### config.mk
export PLATFORM = sky130hd
export DESIGN_NAME = bdq_cell
export DESIGN_NICKNAME = d
export VERILOG_FILES = /design/src/rtl/bdq_pkg.sv /design/src/rtl/bdq_cell.sv
export SDC_FILE = /design/constraint.sdc
export NUM_CORES = 1
export LEC_CHECK = 0
export BUFFER_PORTS_ARGS = -buffer_cell sky130_fd_sc_hd__buf_2
export CAP_MARGIN = 20
export CORE_AREA = 2 2 163 165
export CTS_CLUSTER_SIZE = 30
export DETAILED_ROUTE_END_ITERATION = 7
export DIE_AREA = 0 0 165 167
export GPL_TIMING_DRIVEN = 0
export PLACE_DENSITY = 0.67
export SLEW_MARGIN = 25
export SYNTH_ARGS = -nofsm -noshare
export SYNTH_HDL_FRONTEND = slang
export SYNTH_SLANG_ARGS = --single-unit
### constraint.sdc
create_clock -name clk -period 2.2 [get_ports clk]
set_input_delay 0.33 -clock clk [delete_from_list [all_inputs] [get_ports clk]]
set_output_delay 0.33 -clock clk [all_outputs]
set_load 0.02 [all_outputs]
### src/rtl/bdq_pkg.sv
// Shared types and constants for the bounded deque with scans.
`timescale 1ns / 1ps

package bdq_pkg;

	localparam int DEF_CAPACITY   = 16;
	localparam int DEF_DATA_WIDTH = 32;

	localparam int CMD_W     = 3;
	localparam int VALUE_W   = 32;
	localparam int STATUS_W  = 2;
	localparam int LEN_W     = 5;
	localparam int S_TDATA_W = 40;
	localparam int M_TDATA_W = 80;

	typedef enum logic [CMD_W-1:0] {
		CMD_PUSH_FRONT = 3'd0,
		CMD_PUSH_BACK  = 3'd1,
		CMD_POP_FRONT  = 3'd2,
		CMD_POP_BACK   = 3'd3,
		CMD_COUNT      = 3'd4,
		CMD_MIN_MAX    = 3'd5,
		CMD_SORTED     = 3'd6
	} cmd_t;

	typedef enum logic [STATUS_W-1:0] {
		STS_OK    = 2'd0,
		STS_EMPTY = 2'd1,
		STS_FULL  = 2'd2
	} status_t;

	// Per-cell storage control, one update at most per cycle.
	typedef struct packed {
		logic shift_r;   // push front: take left neighbor
		logic shift_l;   // pop front: take right neighbor
		logic load;      // push back: take new word
	} cell_ctl_t;

	// Control bits traveling with a scan down the chain.
	typedef struct packed {
		logic valid;
		logic seen;      // at least one held entry visited
		logic asc;       // order still non-decreasing
	} scan_tag_t;

	// Result transaction, status in the lowest bits.
	typedef struct packed {
		logic                      ascending;
		logic signed [VALUE_W-1:0] max_value;
		logic signed [VALUE_W-1:0] min_value;
		logic [LEN_W-1:0]          match_count;
		logic [LEN_W-1:0]          length;
		status_t                   status;
	} result_t;

endpackage

### src/rtl/bdq_cell.sv
// One deque cell: a stored entry plus one stage of the scan pipeline.
`timescale 1ns / 1ps

module bdq_cell import bdq_pkg::*; #(
	parameter int DATA_WIDTH = DEF_DATA_WIDTH,
	parameter int CNT_W      = 5
) (
	input  logic                         clk,
	input  logic                         arst_n,
	input  cell_ctl_t                    ctl,
	input  logic signed [DATA_WIDTH-1:0] word,
	input  logic signed [DATA_WIDTH-1:0] left_entry,
	input  logic signed [DATA_WIDTH-1:0] right_entry,
	output logic signed [DATA_WIDTH-1:0] entry,
	input  logic                         in_range,
	input  scan_tag_t                    tag_in,
	input  logic signed [DATA_WIDTH-1:0] key_in,
	input  logic [CNT_W-1:0]             cnt_in,
	input  logic signed [DATA_WIDTH-1:0] min_in,
	input  logic signed [DATA_WIDTH-1:0] max_in,
	input  logic signed [DATA_WIDTH-1:0] prev_in,
	output scan_tag_t                    tag_out,
	output logic signed [DATA_WIDTH-1:0] key_out,
	output logic [CNT_W-1:0]             cnt_out,
	output logic signed [DATA_WIDTH-1:0] min_out,
	output logic signed [DATA_WIDTH-1:0] max_out,
	output logic signed [DATA_WIDTH-1:0] prev_out
);

	logic signed [DATA_WIDTH-1:0] entry_q;
	scan_tag_t                    tag_q;
	logic signed [DATA_WIDTH-1:0] key_q, min_q, max_q, prev_q;
	logic [CNT_W-1:0]             cnt_q;

	scan_tag_t                    tag_d;
	logic signed [DATA_WIDTH-1:0] min_d, max_d, prev_d;
	logic [CNT_W-1:0]             cnt_d;

	always_ff @(posedge clk) begin
		priority if (ctl.shift_r) begin
			entry_q <= left_entry;
		end else if (ctl.shift_l) begin
			entry_q <= right_entry;
		end else if (ctl.load) begin
			entry_q <= word;
		end
	end

	always_comb begin
		tag_d  = tag_in;
		cnt_d  = cnt_in;
		min_d  = min_in;
		max_d  = max_in;
		prev_d = prev_in;
		if (in_range) begin
			cnt_d = cnt_in + CNT_W'(entry_q == key_in);
			if (!tag_in.seen) begin
				min_d = entry_q;
				max_d = entry_q;
			end else begin
				if (entry_q < min_in) min_d = entry_q;
				if (entry_q > max_in) max_d = entry_q;
				if (prev_in > entry_q) tag_d.asc = 1'b0;
			end
			prev_d     = entry_q;
			tag_d.seen = 1'b1;
		end
	end

	always_ff @(posedge clk or negedge arst_n) begin
		if (!arst_n) begin
			tag_q <= '0;
		end else begin
			tag_q <= tag_d;
		end
	end

	always_ff @(posedge clk) begin
		key_q  <= key_in;
		cnt_q  <= cnt_d;
		min_q  <= min_d;
		max_q  <= max_d;
		prev_q <= prev_d;
	end

	assign entry    = entry_q;
	assign tag_out  = tag_q;
	assign key_out  = key_q;
	assign cnt_out  = cnt_q;
	assign min_out  = min_q;
	assign max_out  = max_q;
	assign prev_out = prev_q;

endmodule

# Word-level counts from Yosys, hierarchy flattened
# Cells that the tools add are included.
# classes
addsub	1
magnitude_cmp	3
eq_ne	1
mux	14
n_reduce_logical	1
# op_table
op	count
$mux 32	10
$gt 32x32->1	2
$eq 32x32->1	1
$lt 32x32->1	1
$add 5x1->5	1
$mux 5	1
$reduce_bool 3->1	1
$mux 1	2
$mux 2	1
# word_totals
register_bits	168
inputBits	238
out_inout_bits	168
elab_cells	29

# Longest topological paths before layout
# depth
word_depth	4
mapped_depth	10
mapped_depth_nobuf	9

# Least setup slack after synthesis
# OpenSTA, ideal clock, no wires.
# synth_timing
path_kind	reg2reg
from	reg entry_q[31] (netlist: entry[31])
to	reg min_q[0] (netlist: min_out[0])
setup_ns	0.123
arrival_time_ns	2.399
t_required_ns	2.077
path_slack_ns	-0.323
path_stages_with_launch	9
path_buffers	0
synth_period_minus_slack_ns	2.523
path_cell_list	edfxtp_1 ha_1 nand4_1 nor4_2 a221o_1 a211oi_1 o311ai_1 a21oi_4 mux2_1
# synth_via
elab_chain_cells	4
# synth_lines
element	line_no	source
from (decl)	bdq_cell.sv:30	logic signed [DATA_WIDTH-1:0] entry_q;
from (signal assigned)	bdq_cell.sv:41	entry_q <= left_entry;
from (signal assigned)	bdq_cell.sv:43	entry_q <= right_entry;
from (signal assigned)	bdq_cell.sv:45	entry_q <= word;
$lt 32x32->1	bdq_cell.sv:61	if (entry_q < min_in) min_d = entry_q;
$mux 32	bdq_cell.sv:61	
$mux 32	bdq_cell.sv:57	if (!tag_in.seen) begin
$mux 32	bdq_cell.sv:55	if (in_range) begin
via min_d[0]	bdq_cell.sv:36	logic signed [DATA_WIDTH-1:0] min_d, max_d, prev_d;
to (signal assigned)	bdq_cell.sv:81	min_q <= min_d;
to (decl)	bdq_cell.sv:32	logic signed [DATA_WIDTH-1:0] key_q, min_q, max_q, prev_q;
# The timed path passes the listed nets, and every way through them passes these cells.
# A chain may end at the register's enable or synchronous reset.

# Worst setup path after layout
# layout_timing
from	reg entry_q[26] (netlist: entry[26])
to	reg min_q[24] (netlist: min_out[24])
# Same word-level chain as after synthesis.

==> reports/metrics.yaml <==
status:
  status: "finished, violations left"
  violations: "setup timing"
placed_design:
  place_hpwl_um: 25310
  numPortBuffers: 402
  place_congestion: 0.9118
  pre_cts_slack_ps: -977.7
synthesis:
  synth_area_sq_um: 8346
  netlist_instances: 785
  ys_ff_latch: 168
  synth_top_area_share_pct: 31.90
  synthArstFlopShare_pct: 1.786
  ys_seq_area_share_pct: 44.32
  syn_avg_cell_area_sq_um: 10.63
  synth_edf_count: 32
  synth_top_flop_cell: "dfxtp_1"
  synthTopCellsByArea: "dfxtp_1 32%, ha_1 15%, edfxtp_1 12%, mux2i_1 11%, mux2_2 4.6%"
  synth_fp_nets: 1120
  ys_warn_count: 0
  synth_area_leader_cell: "dfxtp_1"
  ys_types: 48
floorplanning:
  ioPinCount: 406
  fp.dieArea_sq_um: 27560
  initial_utilization_pct: 32.39
  coreArea_sq_um: 25760
  die_y_um: 167
  fp.dieW_um: 165
  core.rowCount: 59
clock_tree:
  worst_skew_pair.late_latency_ps: 430
  cts_tree: "built"
  htree_levels: 4
  cts-buffers-inserted: 17
  cts_sinks: 168
  ctsLongestPathBuffers: 2
  clock-root-buffer: "clkbuf_16"
  clk_pin_slew_ps: 80
timing:
  max-slew-margin-rel_pct: 46.73
  fin_crit_ps: 2707
  rsz0062_at_grt: "yes"
  holdWs_ps: 22.35
  fin_crit_sh_pct: 123.0
  fmax_mhz: 369.4
  finalHoldViolCount: 0
  setup_ws_ps: -507.0
  slew_viol_final: 0
  tightest_slew_ps: 799.1
  finClkSkew_ps: 14.39
  setup_viol: 69
setup_path:
  path_max_fanout: 5
  critPathCaptureType: "flip-flop"
  critPathArrivalTime_ps: 3060
  cp-start-kind: "flip-flop"
  path_class: "reg -> reg"
  worstPathRequired_ps: 2550
grt:
  grt_pass1_vias: 7837
  gr-total-overflow: 0
  grt_max_degree: 33
  track_usage_pct: 22.55
  grt-busiest-layer: "met2"
  groute.layer.met3.usage_pct: 4.608
  grt_pass1_wl_um: 45360
  use_met1_pct: 28.27
  met2_usage_pct: 38.89
  antenna_found_initial: 7
cells_and_area:
  final_nets: 1625
  fin_util_pct: 49.78
  drive_above_1_share_pct: 48.81
  synthToLayoutAreaGrowth_pct: 53.67
min_path:
  hold_path_class: "in -> reg"
drt:
  drtIter0Drc: 348
  via_per_inst: 4.708
  drt-total-wl_um: 33010
  dr.pass1.iters: 5
  drt_drc_violations_left: 0
  vias: 7735
  wl_per_cell_um: 20.09
  ant_nets: 0
pwr:
  p_leak_uw: 0.006530
  powerDensity_nw_per_um2: 779.5
  p_total_uw: 9997
  peakVddDrop_uv: 564.8
run:
  maxCapViolCount: 0
-- metrics by stage --
| stage | area (sq um) | setup TNS (ps) | cells |
|---|---|---|---|
| 2_1_floorplan | 8429 | -11560 | 785 |
| 3_3_place_gp | 10860 | -48350 | 1522 |
| 3_5_place_dp | 10860 | -49900 | 1522 |
| 4_1_cts | 12250 | -28470 | 1615 |
| 5_1_grt | 12820 | -35460 | 1642 |
| 6_report | 12820 | -29440 | 1643 |
-- critical path: stages (launching register included) --
cell       delay, ps
edfxtp_1         520
ha_1             360
nand4_1          130
nor4_2            70
a221o_1          330
a211oi_2         250
o311ai_2         190
a21oi_4          260
buf_6            170
clkbuf_16        160
mux2i_1          180
-- layout by cell type (no fill, tap or decap), types with 4 or more instances in the layout --
cell | netlist | routed
o21a_1 | 4 | 4
diode_2 | 0 | 5
a211o_1 | 4 | 4
nand3_1 | 8 | 7
dfxtp_1 | 133 | 133
inv_6 | 0 | 6
o21ai_0 | 47 | 39
clkbuf_16 | 0 | 21
buf_12 | 0 | 7
inv_1 | 99 | 93
nor4_2 | 2 | 6
ha_1 | 97 | 80
buf_4 | 0 | 60
ha_4 | 0 | 17
nand2_1 | 58 | 55
clkbuf_1 | 10 | 11
buf_6 | 6 | 16
buf_2 | 0 | 402
nor4_4 | 0 | 5
a21oi_2 | 0 | 7
nor2_1 | 11 | 9
edfxtp_1 | 32 | 32
mux2_2 | 34 | 33
a21oi_1 | 34 | 25
inv_2 | 0 | 4
buf_1 | 6 | 6
mux2i_1 | 94 | 88
xor2_1 | 32 | 29
o21ai_1 | 0 | 6
nand4_1 | 17 | 17
mux2i_2 | 0 | 5
-- state kept, by name, indices dropped and copies added, names as in the netlist --
register and flops:
cnt_out 5, entry 32, key_out 32, max_out 32, min_out 32, prev_out 32, tag_out 3
-- routing by layer --
layer,up-vias,wire length [um]
li1,3761,-
met1,3628,13900
met2,314,16320
met3,28,2204
met4,4,548
met5,-,27
-- final cells by class --
cell class              instances  area [sq um]
fillers                      2370         12940
inverters                      99         376.6
diodes                          5         12.51
multi-input cells             496          4747
clock inverters                13         131.4
plain buffers                  22         180.2
well taps                     335         419.2
clock buffers                  19         454.2
repair buffers                486          2805
flip-flops and latches        168          3699
-- kinds of logic (layout without fill, tap and decap cells) --
family / Yosys count / after routing / synth area share (%)
and+or+nand+nor: 119 / 119 / 6.912
DFF: 168 / 168 / 44.32
other: 0 / 5 / 0
AOI/OAI and AO/OA: 115 / 115 / 8.471
buffers and inverters: 121 / 639 / 5.982
xor gates and xnor gates: 36 / 36 / 3.778
adders and majority gates: 97 / 97 / 14.54
muxes: 129 / 129 / 16.00
-- synthesized netlist by cell type (2+ instances only) --
cell and number:
a21oi_1 34, nor4_2 2, nor2_1 11, or3_1 2, o21ai_0 47, and4_1 2
o211ai_1 2, ha_1 97, mux2_2 34, dfxtp_1 133, nand2_1 58, o21a_1 4
a211o_1 4, mux2i_1 94, xnor2_1 4, xor2_1 32, buf_1 6, a21boi_0 2
nand4_1 17, a221o_1 2, buf_6 6, nor4_1 11, inv_1 99, nand3_1 8
nor3_1 3, a211oi_1 5, edfxtp_1 32, clkbuf_1 10, a21o_1 3, dfrtp_1 3
-- power breakdown --
part           switching, uW  internal (uW)
registers                195           3500
logic                   1810           1390
clock network           1440           1670
total                   3440           6560
-- final timing paths --
| check | from | end | slack (ps) | cells past startpoint |
|---|---|---|---|---|
| min | key_in[21] | key_out[21] | 20 | 1 |
| max | entry[26] | min_out[24] | -510 | 10 |
| min in group asynchronous | arst_n | tag_out[2] | 240 | 2 |
| min reg2reg | entry[12] | max_out[12] | 680 | 2 |
| max reg2reg | entry[26] | min_out[24] | -510 | 10 |
| max in group asynchronous | arst_n | tag_out[0] | 1830 | 2 |
-- timing repair --
item,in CTS,in global routing
hold buffers,1,0
pin swaps,32,43
endpoints found under the setup margin,70,70
endpoints found under the hold margin,3,0
buffers inserted,58,21
gates resized for setup,67,60
cloned,2,3
Power figures use the tool's default switching activity.
